$ cat src/rtl/segment_intersection_point_core_macros.svh
// Assertion macros for the segment intersection point core
`ifndef SEGMENT_INTERSECTION_POINT_CORE_MACROS_SVH
`define SEGMENT_INTERSECTION_POINT_CORE_MACROS_SVH

// Implication checked at every rising clock edge outside reset
`define SIP_ASSERT_IMP(lbl, ante, cons) \
   lbl: assert property (@(posedge clock) disable iff (reset) (ante) |-> (cons)) \
      else $error("sip assertion failed");

// Condition that must hold in the first cycle after reset was released
`define SIP_ASSERT_AFTER_RESET(lbl, cons) \
   lbl: assert property (@(posedge clock) ($past(reset) && !reset) |-> (cons)) \
      else $error("sip reset assertion failed");

`endif

$ cat src/rtl/sip_pkg.sv
package sip_pkg;

   // default coordinate width
   localparam int COORD_WIDTH_DEF = 16;

   // per-item flags carried down the divider chain
   typedef struct packed {
      logic overlap;
      logic den_zero;
      logic neg_x;
      logic neg_y;
   } sip_flag_type;

endpackage

$ cat src/rtl/sip_out.sv
module sip_out #(
   parameter int COORD_WIDTH = sip_pkg::COORD_WIDTH_DEF
) (
   input  logic                          clock,
   input  logic                          reset,
   input  logic                          up_valid,
   output logic                          up_ready,
   input  logic [COORD_WIDTH+1:0]        up_q_x,
   input  logic [COORD_WIDTH+1:0]        up_q_y,
   input  logic [8*COORD_WIDTH-1:0]      up_crd,
   input  sip_pkg::sip_flag_type         up_flag,
   output logic                          rsp_valid,
   input  logic                          rsp_ready,
   output logic                          rsp_hit,
   output logic                          rsp_point_valid,
   output logic signed [COORD_WIDTH-1:0] rsp_point_x,
   output logic signed [COORD_WIDTH-1:0] rsp_point_y
);

   localparam int W  = COORD_WIDTH;
   localparam int QW = W+1;

   localparam logic [QW-1:0]        LIM_POS = QW'((1 << (W-1)) - 1);
   localparam logic [QW-1:0]        LIM_NEG = QW'(1 << (W-1));
   localparam logic signed [W-1:0]  SAT_POS = {1'b0, {(W-1){1'b1}}};
   localparam logic signed [W-1:0]  SAT_NEG = {1'b1, {(W-1){1'b0}}};

   logic valid_ff;
   logic adv;

   assign adv       = !valid_ff || rsp_ready;
   assign up_ready  = adv;
   assign rsp_valid = valid_ff;

   logic signed [W-1:0] asx, asy, aex, aey, bsx, bsy, bex, bey;
   assign asx = up_crd[0*W +: W];
   assign asy = up_crd[1*W +: W];
   assign aex = up_crd[2*W +: W];
   assign aey = up_crd[3*W +: W];
   assign bsx = up_crd[4*W +: W];
   assign bsy = up_crd[5*W +: W];
   assign bex = up_crd[6*W +: W];
   assign bey = up_crd[7*W +: W];

   // saturation check and signed quotient
   logic                over_x, over_y, over;
   logic [QW-1:0]       negq_x, negq_y;
   logic signed [W-1:0] px, py;

   assign over_x = !up_flag.den_zero && (up_q_x[QW] ||
                   (up_q_x[QW-1:0] > (up_flag.neg_x ? LIM_NEG : LIM_POS)));
   assign over_y = !up_flag.den_zero && (up_q_y[QW] ||
                   (up_q_y[QW-1:0] > (up_flag.neg_y ? LIM_NEG : LIM_POS)));
   assign over   = over_x || over_y;
   assign negq_x = -up_q_x[QW-1:0];
   assign negq_y = -up_q_y[QW-1:0];

   always_comb begin
      if (up_flag.den_zero) begin
         px = bsx;
      end else if (over_x) begin
         px = up_flag.neg_x ? SAT_NEG : SAT_POS;
      end else begin
         px = up_flag.neg_x ? negq_x[W-1:0] : up_q_x[W-1:0];
      end
   end

   always_comb begin
      if (up_flag.den_zero) begin
         py = bsy;
      end else if (over_y) begin
         py = up_flag.neg_y ? SAT_NEG : SAT_POS;
      end else begin
         py = up_flag.neg_y ? negq_y[W-1:0] : up_q_y[W-1:0];
      end
   end

   // span tests, endpoints included
   logic span_ax, span_bx, span_ay, span_by, hit;
   assign span_ax = ((asx < aex) ? (px >= asx && px <= aex) : (px >= aex && px <= asx));
   assign span_bx = ((bsx < bex) ? (px >= bsx && px <= bex) : (px >= bex && px <= bsx));
   assign span_ay = ((asy < aey) ? (py >= asy && py <= aey) : (py >= aey && py <= asy));
   assign span_by = ((bsy < bey) ? (py >= bsy && py <= bey) : (py >= bey && py <= bsy));
   assign hit = !over && span_ax && span_bx && span_ay && span_by;

   always_ff @(posedge clock) begin
      if (reset) begin
         valid_ff <= 1'b0;
      end else if (adv) begin
         valid_ff <= up_valid;
      end
   end

   // result register; zero point when boxes are disjoint
   always_ff @(posedge clock) begin
      if (adv) begin
         rsp_hit         <= up_flag.overlap && hit;
         rsp_point_valid <= up_flag.overlap;
         rsp_point_x     <= up_flag.overlap ? px : '0;
         rsp_point_y     <= up_flag.overlap ? py : '0;
      end
   end

endmodule

$ cat config.mk
export PLATFORM = sky130hd
export DESIGN_NAME = sip_out
export DESIGN_NICKNAME = d
export VERILOG_FILES = /design/src/rtl/segment_intersection_point_core_macros.svh /design/src/rtl/sip_pkg.sv /design/src/rtl/sip_out.sv
export SDC_FILE = /design/constraint.sdc
export NUM_CORES = 1
export LEC_CHECK = 0
export ABC_AREA = 1
export BUFFER_PORTS_ARGS = -buffer_cell sky130_fd_sc_hd__buf_2
export CAP_MARGIN = 15
export CORE_AREA = 5 5 164 166
export CTS_CLUSTER_SIZE = 25
export DETAILED_ROUTE_END_ITERATION = 8
export DIE_AREA = 0 0 169 171
export GPL_TIMING_DRIVEN = 0
export PLACE_DENSITY = 0.64
export SLEW_MARGIN = 10
export SYNTH_ARGS = -nofsm -noshare
export SYNTH_HDL_FRONTEND = slang
export SYNTH_SLANG_ARGS = --single-unit
$ cat constraint.sdc
create_clock -name clock -period 5.1 [get_ports clock]
set_input_delay 0.255 -clock clock [delete_from_list [all_inputs] [get_ports clock]]
set_output_delay 0.255 -clock clock [all_outputs]
set_load 0.05 [all_outputs]
# After elaboration in Yosys (flattened, before gate mapping)
# Index checks and enable logic that the tools add are counted.
# op_classes
add_sub_neg	2
order_cmp	22
muxes	14
reduce_logical	22
# ops
cell	n
$mux 16	10
$ge 16x16->1	8
$le 16x16->1	8
$lt 16x16->1	4
$gt 17x16->1	2
$neg 16->16	2
$logic_and 1x1->1	15
$logic_or 1x1->1	4
$mux 1	4
$logic_not 1->1	3
# word_totals
register_bits	35
input_bits	172
out_inout_bits	36
wordCells	65

# Depth between registers and ports, before layout
# depth
ltp_word	14
mapped_depth	35
depth_no_buf	35

# Worst setup path after synthesis
# OpenSTA, ideal clock, no wires.
# synth_path
path_type	input to register
start	in up_flag[0] (netlist name)
end	reg rsp_hit (data pin)
setup_time_ns	0.251
arrival_time_ns	3.053
required_time_ns	4.849
setup_slack_ns	1.797
cell_stages	29
path_buffers	1
cell_sequence	clkinv_1 > ha_1 > nand2_1 > nor3_2 > nand3b_1 > nand3_1 > nand2_1 > nand2_2 > nand2_2 > nor2_2 > inv_2 > buf_12 > nand3b_4 > inv_1 > ha_1 > nand2_1 > inv_1 > o21ai_0 > nand2_1 > a21oi_1 > nand2_1 > nand2_1 > nand3_1 > nand2_1 > nand2_1 > nand2_1 > nor2_1 > nand2_1 > nor2_1
# synth_between
elab_chain_cells	12
word_cells_on_any_way	29
cone_classes	9 x order compare; 7 x mux; 13 x reduce/logical
# synth_rtl
element	line_no	source
from (decl)	sip_out.sv:11	input sip_pkg::sip_flag_type up_flag,
$mux 16	sip_out.sv:53, sip_out.sv:72	
$gt 17x16->1	sip_out.sv:53	(up_q_y[QW-1:0] > (up_flag.neg_y ? LIM_NEG : LIM_POS)));
$logic_or 1x1->1	sip_out.sv:52	assign over_y = !up_flag.den_zero && (up_q_y[QW] ||
$logic_and 1x1->1	sip_out.sv:52	
$mux 16 (*)	sip_out.sv:71	end else if (over_y) begin
$mux 16 (*)	sip_out.sv:69	if (up_flag.den_zero) begin
named net py[13]	sip_out.sv:48	logic signed [W-1:0] px, py;
$ge 16x16->1 or $le 16x16->1 (tied branches)	sip_out.sv:82	assign span_ay = ((asy < aey) ? (py >= asy && py <= aey) : (py >= aey && py <= asy));
$logic_and 1x1->1	sip_out.sv:82	
$mux 1	sip_out.sv:82	
$logic_and 1x1->1	sip_out.sv:84	assign hit = !over && span_ax && span_bx && span_ay && span_by;
$logic_and 1x1->1 (*)	sip_out.sv:84	
$logic_and 1x1->1 (*)	sip_out.sv:97	rsp_hit <= up_flag.overlap && hit;
to (signal assigned)	sip_out.sv:97	
to (decl)	sip_out.sv:14	output logic rsp_hit,
# Mark *: on every way through the listed nets, which the timed path passes. The rest lies on a longest branch.
# A chain may end at the register's enable or synchronous reset.

# Worst setup path after layout
# layout_path
start	in up_flag[1] (netlist name)
end	reg rsp_hit (data pin)
# layout_between
elab_chain_cells	14
word_cells_on_any_way	29
cone_classes	9 x order compare; 7 x mux; 13 x reduce/logical
# layout_rtl
element	line_no	source
$mux 16	sip_out.sv:51, sip_out.sv:62	
$gt 17x16->1	sip_out.sv:51	(up_q_x[QW-1:0] > (up_flag.neg_x ? LIM_NEG : LIM_POS)));
$logic_or 1x1->1	sip_out.sv:50	assign over_x = !up_flag.den_zero && (up_q_x[QW] ||
$logic_and 1x1->1	sip_out.sv:50	
$mux 16 (*)	sip_out.sv:61	end else if (over_x) begin
$mux 16 (*)	sip_out.sv:59	if (up_flag.den_zero) begin
named net px[15]	sip_out.sv:48	
$ge 16x16->1 or $le 16x16->1 (tied branches)	sip_out.sv:80	assign span_ax = ((asx < aex) ? (px >= asx && px <= aex) : (px >= aex && px <= asx));
$logic_and 1x1->1	sip_out.sv:80	
$mux 1	sip_out.sv:80	
$logic_and 1x1->1	sip_out.sv:84	
$logic_and 1x1->1 (*) (3 in series)	sip_out.sv:84	
$logic_and 1x1->1 (*)	sip_out.sv:97	
# Marked as above.

==> impl_metrics.env <==
export IMPL_result_of_the_run="completed"
export IMPL_final_antenna_net_count=0
export IMPL_dr_first_iter_drc_count=310
export IMPL_cp_peak_stage_delay_ns=0.38
export IMPL_core_area_sq_mm=0.0255
export IMPL_worst_r2r_setup_slack_ns=3.94
export IMPL_postCtsSetupRepairBufs=0
export IMPL_cp_slowest_cell="sky130_fd_sc_hd__ha_1"
export IMPL_cts_sinks=35
export IMPL_worst_path_dominant_cell_family="simple AND/OR/NAND/NOR gates"
export IMPL_cts_max_level=2
export IMPL_placement_io_buffers=206
export IMPL_tritoncts_num_buffers=5
export IMPL_totalWireLength_microns=24400
export IMPL_layout_min_cycle_time_ns=4.20
export IMPL_post_synth_num_cell_types=39
export IMPL_power_sequential_fraction_pct=21.0
export IMPL_post_drt_wl_per_cell_microns=13.1
export IMPL_period_utilization_pct=82.3
export IMPL_drive_above_1_share_pct=16.4
export IMPL_cell_at_the_root_of_the_clock_tree="sky130_fd_sc_hd__clkbuf_16"
export IMPL_setup_violations=0
export IMPL_power_clock_fraction_pct=21.3
export IMPL_cts_hold_buffers_added=0
export IMPL_remaining_max_slew_budget_at_the_tightest_pin_pct=54.8
export IMPL_clk_insertion_delay_late_ns=0.28
export IMPL_floorplan_die_height_microns=171
export IMPL_most_common_layout_cells="sky130_fd_sc_hd__nand2_1 (339), sky130_fd_sc_hd__inv_1 (249), sky130_fd_sc_hd__ha_1 (222)"
export IMPL_worst_pin_slew_ns=0.678
export IMPL_min_path_type="input port to register"
export IMPL_critical_path_most_common_cell="sky130_fd_sc_hd__nand2_1"
export IMPL_first_global_vias=8572
export IMPL_hpwlAfterDp_microns=22100
export IMPL_crit_path_start_kind="input port"
export IMPL_clock_skew_final_ns=0.00308
export IMPL_switching_fraction_of_total_power_pct=44.5
export IMPL_leading_cell_type_in_the_layout_fill_and_taps_excluded="sky130_fd_sc_hd__nand2_1"
export IMPL_antenna_found_initial=2
export IMPL_powerDensity_mw_per_mm2=165
export IMPL_grt_overflow=0
export IMPL_placement_setup_worst_slack_ns=0.598
export IMPL_layout_nets=1926
export IMPL_share_comb_of_total_power_pct=57.8
export IMPL_wire_length_of_the_first_global_routing_pass_microns=39300
export IMPL_setup_total_negative_slack_ns=0
export IMPL_synth_warning_count=0
export IMPL_internal_power_mw=0.943
export IMPL_synth_ff_type="sky130_fd_sc_hd__edfxtp_1"
export IMPL_maxSlewViolCount=0
export IMPL_p_leak_nw=6.15
export IMPL_critical_path_max_fanout=16
export IMPL_drt_pass1_iter_count=5
export IMPL_die_w_microns=169
export IMPL_gp_congestion=0.883
export IMPL_timing_max_cap_violations=0
export IMPL_floorplan_initialDensity_pct=33.9
export IMPL_clockBufferDepth=2
export IMPL_largest_net_degree_at_the_start_of_global_routing=26
export IMPL_cp_num_buf_inv=5
export IMPL_switching_power_summed_over_all_nets_mw=0.755
export IMPL_std_cell_rows=59
export IMPL_synth_fp_nets=1712
export IMPL_multi_input_area_sq_mm=0.00656
export IMPL_cts_repair_resize_count=0
export IMPL_grt_setup_unrepaired="no"
export IMPL_report_final_hold_viol_count=0
export IMPL_synth_area_sq_mm=0.00863
export IMPL_fin_ws_ns=0.903
export IMPL_register_bit_total_from_synthesis=35
export IMPL_synthesis_area_per_instance_sq_um=6.55
export IMPL_synth_sequential_area_ratio_pct=12.1
export IMPL_number_of_flops_mapped_to_enable_cells_by_yosys=34
export IMPL_clock_tree_from_tritoncts="built"
export IMPL_timing_critical_path_arrival_ns=4.35
export IMPL_worst_endpoint_required_ns=5.25
export IMPL_io_pins=208
export IMPL_seq_area_sq_mm=0.00104
export IMPL_holdWs_ns=0.110
export IMPL_viasPerCell=4.73
export IMPL_clk_pin_slew_ns=0.06
export IMPL_fillerInstances=2768
export IMPL_grt_total_usage_pct=16.6
export IMPL_type_of_the_worst_setup_path="input port to register"
export IMPL_timing_fmax_mhz=238
export IMPL_critPathCaptureType="register"
export IMPL_netlist_instances=1318
export IMPL_routed_via_count=8838
export IMPL_vdd_ir_drop_max_v=0.000121
export IMPL_drt_drc_violations_left=0
export IMPL_die_area_sq_mm=0.0289
export IMPL_async_flop_share_pct=0
export IMPL_layout_overhead_on_the_synthesized_area_pct=19.0
## power by group through the flow
stage,Sequential [mW],Clock [mW],Combinational (mW)
floorplan,0.459,0,0.602
finish,0.356,0.362,0.981
global route,0.358,0.383,1.14
global placement,0.362,0,0.953
CTS,0.356,0.374,0.992
detailed placement,0.362,0,0.986
## layout make-up
type                       count  share of cell area [%]
sequential                    35                    10.1
tap                          335                    4.08
clock buffer                   5                    1.22
clock inverter                 3                   0.426
timing repair buffer         207                    10.2
multi-input combinational   1016                    63.8
antenna                        1                  0.0243
inverter                     254                    9.28
buffer                        13                   0.804
## cells in the mapped netlist (10+ instances only)
master / instances / area, sq um
sky130_fd_sc_hd__nand2_1: 340 / 1280
sky130_fd_sc_hd__nand3b_4: 10 / 200
sky130_fd_sc_hd__nand3_1: 82 / 410
sky130_fd_sc_hd__nor2_1: 130 / 488
sky130_fd_sc_hd__a21oi_1: 90 / 450
sky130_fd_sc_hd__nand4_1: 13 / 81.3
sky130_fd_sc_hd__nor3_1: 10 / 50.1
sky130_fd_sc_hd__nand3b_1: 11 / 82.6
sky130_fd_sc_hd__inv_1: 249 / 935
sky130_fd_sc_hd__ha_1: 222 / 2780
sky130_fd_sc_hd__edfxtp_1: 34 / 1020
sky130_fd_sc_hd__o21ai_0: 36 / 180
sky130_fd_sc_hd__xor2_1: 21 / 184
## sequential cells by signal, indices dropped and copies added, names as in the netlist
name and cells:
rsp_point_x 16, rsp_point_y 16, rsp_hit 1, rsp_point_valid 1, rsp_valid 1
## cells by family (layout without fill, tap and decap cells)
group | count (synthesis) | in the layout | share of synthesized area, %
AO/OA/AOI/OAI | 145 | 145 | 8.90
XOR/XNOR | 25 | 25 | 2.54
adder cells (fa/ha/maj) | 222 | 222 | 32.2
buffers and inverters | 267 | 482 | 12.0
flip-flops | 35 | 35 | 12.1
other | 0 | 1 | 0
AND/OR/NAND/NOR | 624 | 624 | 32.3
## metal layers
layer / wire length (microns) / vias up / global-route usage, %
met2: 11400 / 226 / 29.8
met4: 873 / 2 / 5.81
met3: 1460 / 47 / 2.75
li1: - / 4713 / -
met1: 10700 / 3850 / 20.0
met5: 11 / - / 0
## stage by stage
stage | std cells | total power, mW | utilization (%) | cell area [sq um]
2_1_floorplan | 1318 | 1.06 | - | 8630
3_3_place_gp | 1859 | 1.32 | 39.6 | 10100
3_5_place_dp | 1860 | 1.35 | 39.7 | 10100
4_1_cts | 1868 | 1.72 | 40.3 | 10300
5_1_grt | 1869 | 1.88 | 40.4 | 10300
6_report | 1869 | 1.70 | 40.4 | 10300
## final timing paths
path / cells after the start / end / from
worst min-delay path: 2 / rsp_valid$_SDFFE_PP0P_ / reset
worst max-delay path: 27 / rsp_hit$_DFFE_PP_ / up_flag[1]
worst max register to register: 2 / rsp_point_y[1]$_SDFFCE_PN0P_ / rsp_valid$_SDFFE_PP0P_
worst min register to register: 2 / rsp_valid$_SDFFE_PP0P_ / rsp_valid$_SDFFE_PP0P_
No activity file was read; power rests on OpenSTA's default activity.
