### config.mk
export PLATFORM = sky130hd
export DESIGN_NAME = sip_cell
export DESIGN_NICKNAME = d
export VERILOG_FILES = /design/src/rtl/segment_intersection_point_core_macros.svh /design/src/rtl/sip_pkg.sv /design/src/rtl/sip_cell.sv
export SDC_FILE = /design/constraint.sdc
export NUM_CORES = 1
export LEC_CHECK = 0
export BUFFER_PORTS_ARGS = -buffer_cell sky130_fd_sc_hd__buf_4
export CAP_MARGIN = 20
export CORE_AREA = 2 2 246 248
export DETAILED_ROUTE_END_ITERATION = 10
export DIE_AREA = 0 0 248 250
export PLACE_DENSITY = 0.54
export SETUP_SLACK_MARGIN = 0.5
export SYNTH_ARGS = -nofsm -noshare
export SYNTH_HDL_FRONTEND = slang
export SYNTH_SLANG_ARGS = --single-unit
### constraint.sdc
create_clock -name clock -period 27.6 [get_ports clock]
set_input_delay 2.76 -clock clock [delete_from_list [all_inputs] [get_ports clock]]
set_output_delay 2.76 -clock clock [all_outputs]
set_load 0.02 [all_outputs]
### src/rtl/segment_intersection_point_core_macros.svh
// Assertion macros for the segment intersection point core
`ifndef SEGMENT_INTERSECTION_POINT_CORE_MACROS_SVH
`define SEGMENT_INTERSECTION_POINT_CORE_MACROS_SVH

// Implication checked at every rising clock edge outside reset
`define SIP_ASSERT_IMP(lbl, ante, cons) \
   lbl: assert property (@(posedge clock) disable iff (reset) (ante) |-> (cons)) \
      else $error("sip assertion failed");

// Condition that must hold in the first cycle after reset was released
`define SIP_ASSERT_AFTER_RESET(lbl, cons) \
   lbl: assert property (@(posedge clock) ($past(reset) && !reset) |-> (cons)) \
      else $error("sip reset assertion failed");

`endif

### src/rtl/sip_pkg.sv
package sip_pkg;

   // default coordinate width
   localparam int COORD_WIDTH_DEF = 16;

   // per-item flags carried down the divider chain
   typedef struct packed {
      logic overlap;
      logic den_zero;
      logic neg_x;
      logic neg_y;
   } sip_flag_type;

endpackage

### src/rtl/sip_cell.sv
module sip_cell #(
   parameter int COORD_WIDTH = sip_pkg::COORD_WIDTH_DEF,
   parameter int STEP        = 0
) (
   input  logic                      clock,
   input  logic                      reset,
   input  logic                      up_valid,
   output logic                      up_ready,
   input  logic [3*COORD_WIDTH+4:0]  up_rem_x,
   input  logic [3*COORD_WIDTH+4:0]  up_rem_y,
   input  logic [COORD_WIDTH+1:0]    up_q_x,
   input  logic [COORD_WIDTH+1:0]    up_q_y,
   input  logic [2*COORD_WIDTH+2:0]  up_d,
   input  logic [8*COORD_WIDTH-1:0]  up_crd,
   input  sip_pkg::sip_flag_type     up_flag,
   output logic                      dn_valid,
   input  logic                      dn_ready,
   output logic [3*COORD_WIDTH+4:0]  dn_rem_x,
   output logic [3*COORD_WIDTH+4:0]  dn_rem_y,
   output logic [COORD_WIDTH+1:0]    dn_q_x,
   output logic [COORD_WIDTH+1:0]    dn_q_y,
   output logic [2*COORD_WIDTH+2:0]  dn_d,
   output logic [8*COORD_WIDTH-1:0]  dn_crd,
   output sip_pkg::sip_flag_type     dn_flag
);

   localparam int PW = 3*COORD_WIDTH+5;

   logic                   valid_ff;
   logic                   adv;
   logic [PW-1:0]          dsh;
   logic                   take_x, take_y;
   logic [COORD_WIDTH+1:0] q_x_in, q_y_in;

   assign adv      = !valid_ff || dn_ready;
   assign up_ready = adv;
   assign dn_valid = valid_ff;

   // divisor aligned to this cell's quotient bit
   assign dsh    = PW'(up_d) << STEP;
   assign take_x = (up_rem_x >= dsh);
   assign take_y = (up_rem_y >= dsh);

   // quotient with this cell's bit filled in
   always_comb begin
      q_x_in       = up_q_x;
      q_y_in       = up_q_y;
      q_x_in[STEP] = take_x;
      q_y_in[STEP] = take_y;
   end

   always_ff @(posedge clock) begin
      if (reset) begin
         valid_ff <= 1'b0;
      end else if (adv) begin
         valid_ff <= up_valid;
      end
   end

   // one restoring step for both coordinates
   always_ff @(posedge clock) begin
      if (adv) begin
         dn_rem_x <= take_x ? (up_rem_x - dsh) : up_rem_x;
         dn_rem_y <= take_y ? (up_rem_y - dsh) : up_rem_y;
         dn_q_x   <= q_x_in;
         dn_q_y   <= q_y_in;
         dn_d     <= up_d;
         dn_crd   <= up_crd;
         dn_flag  <= up_flag;
      end
   end

endmodule

Word-level counts from Yosys, hierarchy flattened

Index checks and enable logic that the tools add are counted.

Output and inout port bits: 311
Flip-flop bits (word level): 310

Muxes and demuxes: 2
$lt $le $gt $ge: 2
Add/sub/neg operators: 2
Reduce and logical (&&, ||, !) cells: 2

Operators with widths:

| kind               | number |
|---|---|
| $ge A53 B35 Y1     | 2 |
| $mux W53           | 2 |
| $sub A53 B35 Y53   | 2 |
| $logic_not A1 Y1   | 1 |
| $logic_or A1 B1 Y1 | 1 |

Logic depth before layout (Yosys ltp)

Gate-level depths: netlist of the first run.

Depth after elaboration: 2
Gate-level depth with buffers: 13
Depth with buffers taken out: 12

Least setup slack after synthesis of the first run

No wires, ideal clock.

Kind: input -> output
From: in dn_ready
To: out up_ready
Path slack: 14.540 ns
Data required time: 24.840 ns
Stages: 1
Arrival: 10.300 ns
Buffers on the path: 0
Path through: nand2b_1

Longest elaborated chain between the ends: 1

RTL lines:

| element            | RTL line       | RTL |
|---|---|---|
| from (decl)        | sip_cell.sv:17 | `input logic dn_ready,` |
| $logic_or A1 B1 Y1 | sip_cell.sv:35 | `assign adv = !valid_ff \|\| dn_ready;` |
| to (decl)          | sip_cell.sv:8  | `output logic up_ready,` |

No other way between the ends.

Final worst setup path of the first run

From: in up_d[1]
To: reg dn_rem_y[49] (data pin)

Longest elaborated chain between the ends: 2
Elaborated cells on any way between the ends: 3

RTL lines:

| element                                                   | RTL line                       | RTL |
|---|---|---|
| from (decl)                                               | sip_cell.sv:13                 | `input logic [2*COORD_WIDTH+2:0] up_d,` |
| $sub A53 B35 Y53 / $ge A53 B35 Y1 (equally long branches) | sip_cell.sv:64, sip_cell.sv:42 |  |
| $mux W53 (*)                                              | sip_cell.sv:64                 | `dn_rem_y <= take_y ? (up_rem_y - dsh) : up_rem_y;` |
| to (signal assigned)                                      | sip_cell.sv:64                 |  |
| to (decl)                                                 | sip_cell.sv:19                 | `output logic [3*COORD_WIDTH+4:0] dn_rem_y,` |

Mark *: on every way between the ends. The rest lies on a longest branch, timed or not.
A chain may end at the register's enable or synchronous reset.

==> run metrics, run 1 <==
Ys Warns 0; Final #Nets 2264; Clock Tree Root clkbuf_16; Hold Path Class register to register; vias in the first global route between 10000 and 15000; Port Buf Inserts roughly 620; Worst-path clk slew about 0.060 ns; Lkg Pwr 9.319 nW; Worst path max stage delay between 0.8 and 0.9 ns; Crit. End Element register; crit path max-delay cell type a2111oi_0; worst slew pin tran 0.9390 ns; Setup Viol. Count Final 0; CTS H-tree depth 2; Slew headroom approximately 36%; GPL Wtd Cong between 0.8 and 0.9; Ports around 620; most numerous cell on the critical path buf_4; Finished Layout Cells between 2000 and 3000; most frequent cells in the layout buf_4, edfxtp_1, nand2_1; CP Buf/Inv Count 3; critical-path maximum fanout 64; cts bufs inserted 39; peak supply drop around 41 µV; TritonRoute pass-1 iters 5; Post-Syn Area per Cell about 12 µm²; synth top area cells edfxtp_1, ha_1, xnor2_1, a21oi_1, nand2_1; share of cells above drive strength 1 37.79%; cells after synthesis 1256; Initial DRC Count around 660; RSZ-0062 raised after global routing no; Longest Clk Path Bufs 3; FMAX about 160 MHz; Clk pwr share 35.4%; Total GRT Usage around a fifth; P_sw 421.3 µW; switch share 29.34%; CTS tree built; register bit total from synthesis 310; DRT antenna net count 0; Die W 248 µm; Max-Cap Viols 0; Critical Path RT ~28 ns; # Post-CTS Setup Buffers 0; Slew Viols, Final 0; clk_lat worst skew ~0.55 ns; routed len/inst approximately 23 µm; Core Area slightly below 60000 µm²; # rows 90; final period utilization between 20% and 30%; Crit Path Category primary input to register; post-DP HPWL 51.51 mm; final wirelength about 63 mm; min Tclk post-route about 6.4 ns; Comb power frac between 20% and 30%; initial antenna violation count 15; commonest non-fill, non-tap cell in the layout buf_4; dpl cells around 2600; Synth Cell Area about 15000 µm²; ys async rst share 0%; sequential share of the synthesized area between 60% and 70%; Setup Skew 0.01207 ns; Via Count about 13000; setup_tns 0 ns; CTS Hold Bufs 0; worst-path cell chain buf_4 -> inv_1 -> ha_1 -> nand2b_1 -> a21oi_1 -> o22a_1 -> o21ai_1 -> a2111oi_0 -> o21bai_1 -> nand2_2 -> buf_4 -> o2111ai_1 -> xnor2_1; main flop type after synthesis edfxtp_1; status finished, final reports clean; first-pass GRT wire length about 87 mm; PwrDens ~65 nW/µm²; CTS resizes 0; DRC 0; Sequential Power Share 41.3%; Synth cell types between 70 and 80; Fin. Hold Viols 0; Pint around 1.0 mW; number of synthesized flops with an enable pin 309; Crit path max-delay family compound AO/OA/AOI/OAI gates; critical path arrival ~6.7 ns; die height 250 µm; Area Overhead vs Synth 44.33%; Overflow after GRT 0; syn_nets between 1500 and 2000; vias per cell 4.683; cell taking the most area after synthesis edfxtp_1; TritonCTS Sinks 310; largest net degree at the start of global routing 126; die area 62000 µm²; Starting Density around a quarter; post-synth top area share 60.63%; Setup crit start kind primary input
-- area by class of cell --
type | instances | area, µm²
Fill cell | 5925 | 37480
Sequential cell | 310 | 9299
Multi-Input combinational cell | 840 | 5590
Timing Repair Buffer | 628 | 4727
Clock buffer | 42 | 987.2
Tap cell | 782 | 978.4
Clock inverter | 28 | 267.8
Inverter | 60 | 225.2
Antenna cell | 5 | 12.51
-- Yosys cell counts, types with 6 or more instances --
library cell  number
edfxtp_1         309
nand2_1          114
a21oi_1          100
nor2_1            88
ha_1              70
xnor2_1           62
inv_1             59
o21ai_0           59
clkbuf_1          37
xor2_1            36
a21o_1            30
nand4_1           25
nand3_1           22
nor3_1            19
a21oi_2           18
o21ai_1           15
a31oi_1           12
nand2b_1          12
o21bai_1          12
nor4_1            11
and2_1             9
o21a_1             9
and3_1             7
mux2_4             7
nor2b_1            7
or3_1              7
a211oi_1           6
buf_2              6
o211ai_1           6
-- worst reg2reg max path: stages (launching register included) --
cell,delay [ns]
dfxtp_1,0.34
nand2b_4,0.33
buf_4,0.52
buf_12,0.60
buf_4,0.86
-- kinds of logic (layout without fill, tap and decap cells) --
logic type      count (synthesis)  in the layout  share of synthesized area [%]
xor+xnor                       98             98                          5.609
flops                         310            310                          60.76
fa+ha+maj                      72             72                          5.985
buf+inv                       106            758                          2.796
mux                            11             11                         0.9729
simple gates                  349            349                          11.13
other cells                     0              5                              0
compound gates                310            310                          12.75
-- power by group through the flow --
stage          sequential [mW]  clock [mW]  combinational [mW]
3_5_place_dp             0.602           0               0.337
3_3_place_gp             0.601           0               0.337
2_1_floorplan            0.670           0               0.110
5_1_grt                  0.597       0.539               0.360
4_1_cts                  0.594       0.524               0.338
6_report                 0.593       0.508               0.335
-- worst paths after layout --
check        startpoint           end  slack [ns]  cells after the start
max             up_d[1]  dn_rem_y[49]       21.23                     13
min            dn_valid    dn_crd[35]        0.89                      1
max reg2reg    dn_valid  dn_rem_y[48]       24.51                      4
min reg2reg    dn_valid    dn_crd[35]        0.89                      1
-- stage by stage --
step	hold WS, ns	power [mW]	worst slack [ns]	utilization [%]	area (µm²)
CTS	0.9259	1.455	21.11	37.06	22070
floorplan	2.829	0.7800	14.54	-	15300
global placement	0.8966	0.9379	20.56	34.95	20820
finish	0.8926	1.436	21.23	37.08	22090
detailed placement	0.9162	0.9391	20.55	34.95	20820
global route	0.9269	1.495	20.82	37.07	22080
-- layer usage --
layer	part of all wire [%]	vias up	global-route usage (%)
li1	-	5946	-
met1	36	6088	21.10
met2	53	497	35.96
met3	8.1	83	5.463
met4	2.2	6	5.030
met5	0.064	-	0
-- sequential cells by signal, summed over array words and instances (netlist names) --
| name | flops |
|---|---|
| dn_valid | 1 |
| dn_q_y | 18 |
| dn_flag | 4 |
| dn_rem_y | 53 |
| dn_d | 35 |
| dn_q_x | 18 |
| dn_rem_x | 53 |
| dn_crd | 128 |
Power figures use the tool's default switching activity.
==> run 2: changes to the inputs <==
--- a/config.mk
+++ b/config.mk
@@ -5,12 +5,13 @@
 export SDC_FILE = /design/constraint.sdc
 export NUM_CORES = 1
 export LEC_CHECK = 0
+export ABC_AREA = 1
 export BUFFER_PORTS_ARGS = -buffer_cell sky130_fd_sc_hd__buf_4
 export CAP_MARGIN = 20
-export CORE_AREA = 2 2 246 248
+export CORE_AREA = 2 2 243 245
 export DETAILED_ROUTE_END_ITERATION = 10
-export DIE_AREA = 0 0 248 250
-export PLACE_DENSITY = 0.54
+export DIE_AREA = 0 0 245 247
+export PLACE_DENSITY = 0.61
 export SETUP_SLACK_MARGIN = 0.5
 export SYNTH_ARGS = -nofsm -noshare
 export SYNTH_HDL_FRONTEND = slang
==> constraint.sdc (replaced) <==
create_clock -name clock -period 6.05 [get_ports clock]
set_input_delay 0.605 -clock clock [delete_from_list [all_inputs] [get_ports clock]]
set_output_delay 0.605 -clock clock [all_outputs]
set_load 0.02 [all_outputs]
==> run metrics, run 2 <==
status finished, final reports clean (unchanged); clk_lat worst skew 0.57 ns (was 0.55 ns); Crit. End Element register (unchanged); Fillers 6037 (was 5925); XOR/XNOR Fraction of Synth Area 2.108% (was 5.609%); RSZ-0062 raised after global routing no (unchanged); share of cells above drive strength 1 25.43% (was 37.79%); critical path arrival 3.70 ns (was 6.65 ns); Compound-Gate Fraction of Synth Area 4.441% (was 12.75%); CTS H-tree depth 2 (unchanged); cts bufs inserted 39 (unchanged); Ports 624 (unchanged); initial antenna violation count 28 (was 15); Biggest register dn_crd (unchanged); largest net degree at the start of global routing 167 (was 126); cells after synthesis 2256 (was 1256); CTS tree built (unchanged); commonest non-fill, non-tap cell in the layout nand2_1 (was buf_4); Initial DRC Count 1215 (was 663); cell taking the most area after synthesis edfxtp_1 (unchanged); Slew headroom 30.79% (was 35.78%); number of synthesized flops with an enable pin 309 (unchanged); TritonCTS Sinks 310 (unchanged); Post-Synth Adder-Cell Area 5.009% (was 5.985%); Synth cell types 36 (was 72); sequential share of the synthesized area 50.86% (was 60.76%); TritonRoute pass-1 iters 5 (unchanged); Post-Syn Area per Cell 8.105 µm² (was 12.18 µm²); most frequent cells in the layout nand2_1, buf_4, inv_1 (was buf_4, edfxtp_1, nand2_1); Starting Density 31.40% (was 25.69%); die height 247 µm (was 250 µm); Crit Path Category primary input to register (unchanged); Fin. Hold Viols 0 (unchanged); vias in the first global route 15961 (was 12765); area of the multi-input gates 7203 µm² (was 5590 µm²); Overflow after GRT 0 (unchanged); PwrDens 264.7 nW/µm² (was 65.00 nW/µm²); max FFs per register 128 (unchanged); main flop type after synthesis edfxtp_1 (unchanged); peak supply drop 224.3 µV (was 40.70 µV); Die W 245 µm (was 248 µm); Longest Clk Path Bufs 3 (unchanged); setup_tns 0 ns (unchanged); Finished Layout Cells 3716 (was 2695); FMAX 302.7 MHz; vias per cell 4.623 (was 4.683); routed len/inst 22.58 µm (was 23.19 µm); final wirelength 83.92 mm (was 62.50 mm); Worst-path clk slew 0.06 ns (about the same); most common cell in the netlist nand2_1 (was edfxtp_1); Hold Path Class primary input to register (was register to register); Slew Viols, Final 0 (unchanged); CTS Hold Bufs 0 (unchanged); Core Area 58240 µm² (was 59570 µm²); # rows 89 (was 90); Setup Viol. Count Final 0 (unchanged); Critical Path RT 6.45 ns (was 27.88 ns); post-DP HPWL 72.04 mm (was 51.51 mm); hold-critical path depth 2 (was 1); register bit total from synthesis 310 (unchanged); DRT antenna net count 0 (unchanged); post-synthesis simple-gate area fraction 27.75% (was 11.13%); post-place instance area 23860 µm² (was 20820 µm²); critical-path maximum fanout 54 (was 64); Lkg Pwr 12.21 nW (was 9.319 nW); Port Buf Inserts 621 (unchanged); # Post-CTS Setup Buffers 0 (unchanged); Setup crit start kind primary input (unchanged); Synth Cell Area 18290 µm² (was 15300 µm²); Setup Skew 0.01984 ns (was 0.01207 ns); final period utilization between 50% and 60%; syn_nets 2641 (was 1641); Core Util, Final 43.07% (was 37.08%); Area Overhead vs Synth 37.17% (was 44.33%); ys async rst share 0% (unchanged); min Tclk post-route between 3 and 4 ns; FF/Latch Area 9299 µm² (unchanged); CTS resizes 0 (unchanged); Clock Tree Root clkbuf_16 (unchanged); WHS 0.2101 ns (was 0.8926 ns); Via Count 17178 (was 12620); first-pass GRT wire length 113.6 mm (was 86.73 mm); Final #Nets 3291 (was 2264); Finished Cell Area 25080 µm² (was 22090 µm²); Total GRT Usage 26.75% (was 19.29%); die area 60520 µm² (was 62000 µm²); largest registers dn_crd: 128 flops, dn_rem_x: 53 flops, dn_rem_y: 53 flops (unchanged); dpl cells 3638 (was 2620); GPL Wtd Cong 0.9551 (was 0.8555); Ys Warns 0 (unchanged); worst slew pin tran 1.038 ns (was 0.9390 ns); DRC 0 (unchanged); post-synth top area share 50.75% (was 60.63%); mux cell area share after synthesis 0% (was 0.9729%); synth top area cells edfxtp_1, nand2_1, inv_1, ha_1, nor2_1 (was edfxtp_1, ha_1, xnor2_1, a21oi_1, nand2_1); Post-synth top cells nand2_1, inv_1, edfxtp_1 (was edfxtp_1, nand2_1, a21oi_1); Max-Cap Viols 0 (unchanged); path depth of the worst reg2reg path 2 (was 4); main combinational cell family by area after synthesis simple AND/OR/NAND/NOR gates (was compound AO/OA/AOI/OAI gates)
run 2: cell count changes after synthesis, moves of 30 or more:
cell | before | now
a21o_1 | 30 | 0
xor2_1 | 36 | 5
a21oi_1 | 100 | 41
nand3_1 | 22 | 120
nand2_1 | 114 | 792
inv_1 | 59 | 433
nor2_1 | 88 | 198
clkbuf_1 | 37 | 0
run 2: area by class of cell:
cell class                 instances  share of cell area (%)
timing repair buffer             627                   18.82
inverter                         444                   6.645
tap                              773                   3.856
clock buffer                      53                   4.140
clock inverter                    15                  0.6485
sequential                       310                   37.07
multi-input combinational       1484                   28.72
antenna                           10                 0.09977
run 2: worst paths after layout:
check                 from  slack, ns            to
setup / recovery  up_d[20]       2.75  dn_rem_x[30]
hold / removal       reset       0.21      dn_valid
setup reg to reg  dn_valid       3.85       dn_d[0]
hold reg to reg   dn_valid       1.04      dn_valid
run 2: cell families (layout without fill, tap and decap cells):
kind of cell	after synthesis	after routing
AOI/OAI and AO/OA	142	142
xor gates and xnor gates	44	44
adders and majority gates	72	72
buffers and inverters	462	1139
DFF	310	310
other	0	10
and+or+nand+nor	1226	1226
run 2: critical path, stage by stage:
cell     delay (ns)
buf_4          0.11
inv_1          0.15
ha_1           0.34
nand2_1        0.16
inv_1          0.05
nand2_1        0.06
nand2_1        0.10
a21oi_1        0.22
nand3_2        0.21
nand2_2        0.16
nand2_4        0.21
inv_2          0.74
buf_4          0.39
nand2_1        0.08
o21ai_0        0.09
run 2: report_power, final:
group	switching [mW]	total (mW)	internal, mW
clock	0.969	2.26	1.29
sequential	0.0768	2.70	2.62
combinational	1.05	1.67	0.623
total	2.10	6.64	4.54
run 2: per-layer routing:
layer | wire (µm) | share of wire (%) | track usage (%) | up-vias
li1 | - | - | - | 8475
met1 | 33040 | 39 | 31.74 | 7953
met2 | 41660 | 50 | 47.62 | 620
met3 | 6464 | 7.7 | 6.664 | 126
met4 | 2728 | 3.3 | 7.855 | 4
met5 | 30 | 0.036 | 0 | -
run 2: per-stage QoR:
stage          worst slack, ns  power, mW
3_5_place_dp             2.152      4.415
6_report                 2.746      6.638
3_3_place_gp             2.140      4.411
5_1_grt                  2.369      6.923
2_1_floorplan            1.084      3.588
4_1_cts                  2.736      6.699
==> run 3: changes to the inputs <==
--- a/config.mk
+++ b/config.mk
@@ -8,10 +8,10 @@
 export ABC_AREA = 1
 export BUFFER_PORTS_ARGS = -buffer_cell sky130_fd_sc_hd__buf_4
 export CAP_MARGIN = 20
-export CORE_AREA = 2 2 243 245
+export CORE_AREA = 2 2 242 244
 export DETAILED_ROUTE_END_ITERATION = 10
-export DIE_AREA = 0 0 245 247
-export PLACE_DENSITY = 0.61
+export DIE_AREA = 0 0 244 246
+export PLACE_DENSITY = 0.63
 export SETUP_SLACK_MARGIN = 0.5
 export SYNTH_ARGS = -nofsm -noshare
 export SYNTH_HDL_FRONTEND = slang
==> constraint.sdc (replaced) <==
create_clock -name clock -period 2.9 [get_ports clock]
set_input_delay 0.29 -clock clock [delete_from_list [all_inputs] [get_ports clock]]
set_output_delay 0.29 -clock clock [all_outputs]
set_load 0.02 [all_outputs]
==> run metrics, run 3 (synthesized netlist as in run 2, its figures left out) <==
RSZ-0062 raised after global routing no (unchanged); Starting Density 31.87% (was 31.40%); Hold Path Class primary input to register (unchanged); worst slew pin tran 0.6510 ns (was 1.038 ns); Critical Path RT 3.21 ns (was 6.45 ns); Setup crit start kind primary input (unchanged); routed len/inst 21.82 µm (was 22.58 µm); r2r endpoint dn_valid (was dn_d[0]); Crit. End Element register (unchanged); Fin. Hold Viols 0 (unchanged); Clock Tree Root clkbuf_16 (unchanged); status finished, final reports clean (unchanged); post-DP HPWL 73.11 mm (was 72.04 mm); clk_lat worst skew 0.59 ns (was 0.57 ns); peak supply drop 400.5 µV (was 224.3 µV); cts bufs inserted 39 (unchanged); Fillers 5738 (was 6037); Worst-path clk slew 0.06 ns (about the same); Worst R2R Setup Slack 0.87 ns (was 3.85 ns); final period utilization ~81%; TritonRoute pass-1 iters 5 (unchanged); Slew Viols, Final 0 (unchanged); Via Count 18353 (was 17178); CTS H-tree depth 2 (unchanged); Max-Cap Viols 0 (unchanged); CTS tree built (unchanged); Overflow after GRT 0 (unchanged); setup_tns 0 ns (unchanged); min Tclk post-route between 2 and 2.5 ns; Lkg Pwr 13.40 nW (was 12.21 nW); initial antenna violation count 33 (was 28); worst setup path start up_rem_y[33] (was up_d[20]); PwrDens 524.3 nW/µm² (was 264.7 nW/µm²); FMAX approximately 420 MHz; die height 246 µm (was 247 µm); commonest non-fill, non-tap cell in the layout nand2_1 (unchanged); largest net degree at the start of global routing 68 (was 167); vias per cell 4.609 (was 4.623); worst-path cell chain dlygate4sd3_1 -> buf_4 -> ha_2 -> nand2_1 -> inv_1 -> nand2_2 -> nor2_2 -> nand3_1 -> inv_1 -> nand3_2 -> nand3_4 -> inv_8 -> buf_4 -> nand2_1 -> o21ai_0 (was buf_4 -> inv_1 -> ha_1 -> nand2_1 -> inv_1 -> nand2_1 -> nand2_1 -> a21oi_1 -> nand3_2 -> nand2_2 -> nand2_4 -> inv_2 -> buf_4 -> nand2_1 -> o21ai_0); Area Overhead vs Synth 52.76% (was 37.17%); Setup Viol. Count Final 0 (unchanged); most frequent cells in the layout nand2_1, buf_4, inv_1 (unchanged); # rows 88 (was 89); Core Area 57370 µm² (was 58240 µm²); Initial DRC Count 1251 (was 1215); DRT antenna net count 0 (unchanged); GPL Wtd Cong 0.9835 (was 0.9551); die area 60020 µm² (was 60520 µm²); critical path arrival 2.67 ns (was 3.70 ns); Biggest register dn_crd (unchanged); largest registers dn_crd: 128 flops, dn_rem_x: 53 flops, dn_rem_y: 53 flops (unchanged); DP Worst Slack 0.1397 ns (was 2.152 ns); Pwr Total 14.64 mW (was 6.638 mW); Setup WS post-layout 0.5368 ns (was 2.746 ns); path depth of the worst reg2reg path 4 (was 2); crit path max-delay cell type dlygate4sd3_1 (was inv_2); Ports 624 (unchanged); share of cells above drive strength 1 24.99% (was 25.43%); Setup Skew 0.02734 ns (was 0.01984 ns); Slew headroom 56.14% (was 30.79%); TritonCTS Sinks 310 (unchanged); Longest Clk Path Bufs 3 (unchanged); final wirelength 86.88 mm (was 83.92 mm); first-pass GRT wire length 119.5 mm (was 113.6 mm); Total GRT Usage 27.98% (was 26.75%); Die W 244 µm (was 245 µm); Final #Nets 3547 (was 3291); critical-path maximum fanout 6 (was 54); Port Buf Inserts 621 (unchanged); crit path capture dn_rem_y[5] (was dn_rem_x[30]); max FFs per register 128 (unchanged); Worst path max stage delay 0.55 ns (was 0.74 ns); reg-to-reg startpoint dn_valid (unchanged); DRC 0 (unchanged); vias in the first global route 17759 (was 15961); Crit Path Category primary input to register (unchanged)
==> run 3: changes by cell type in the layout (fill, tap and decap cells not counted), moves of 6 or more <==
cell           delta
nor2_1            -6
buf_4            +20
buf_12            +7
diode_2          +14
nor2_2            +6
clkbuf_1          -7
dlygate4sd3_1   +225
clkinv_1          +8
==> run 3: cell type report <==
class | instances | area, µm² | share of cell area, %
clock inverter | 26 | 297.8 | 1.066
antenna | 24 | 60.06 | 0.2150
clock buffer | 46 | 1023 | 3.664
sequential | 310 | 9299 | 33.29
multi-input combinational | 1484 | 7287 | 26.09
inverter | 444 | 1674 | 5.993
tap | 765 | 957.2 | 3.427
timing repair buffer | 883 | 7335 | 26.26
==> run 3: worst max-delay path, delay by kind of cell <==
kind,cells,cell delay [ns]
fa+ha+maj,1,0.36
buf+inv,6,1.12
compound gates,1,0.11
simple gates,7,0.79
==> run 3: metrics by stage <==
step | hold WS, ns | util [%] | instance area (µm²) | std cells
global placement | 0.4481 | 42.05 | 24120 | 3657
floorplan | 0.3591 | - | 18300 | 2256
CTS | 0.001248 | 48.28 | 27700 | 3954
global route | 0.01355 | 48.67 | 27920 | 3976
detailed placement | 0.4473 | 42.05 | 24120 | 3657
finish | 0.02171 | 48.69 | 27930 | 3982
==> run 3: routing by layer <==
| layer | wire length (µm) | up-vias | GRT usage, % |
|---|---|---|---|
| li1 | - | 9012 | - |
| met3 | 7129 | 124 | 7.266 |
| met2 | 43160 | 758 | 48.81 |
| met1 | 33930 | 8453 | 33.44 |
| met4 | 2608 | 6 | 9.379 |
| met5 | 45 | - | 0 |
==> run 3: how the worst min path moves through the flow <==
stage | from | end | slack, ns | depth (start not counted)
floorplan | reset | dn_valid | 0.36 | 1
global placement | reset | dn_valid | 0.45 | 2
detailed placement | reset | dn_valid | 0.45 | 2
CTS | up_rem_x[2] | dn_rem_x[2] | 0.001 | 3
global route | up_rem_y[30] | dn_rem_y[30] | 0.01 | 3
finish | up_rem_y[30] | dn_rem_y[30] | 0.02 | 3
==> run 3: timing repair <==
item	CTS	global route
gates resized for setup	0	29
buffers inserted	0	1
endpoints found under the hold margin	224	0
endpoints found under the setup margin	0	52
hold buffers	225	0
==> run 3: power by group <==
group / internal [mW] / total, mW / switching, mW
sequential: 5.47 / 5.65 / 0.180
combinational: 1.55 / 3.86 / 2.31
clock: 3.07 / 5.14 / 2.07
total: 10.1 / 14.6 / 4.56
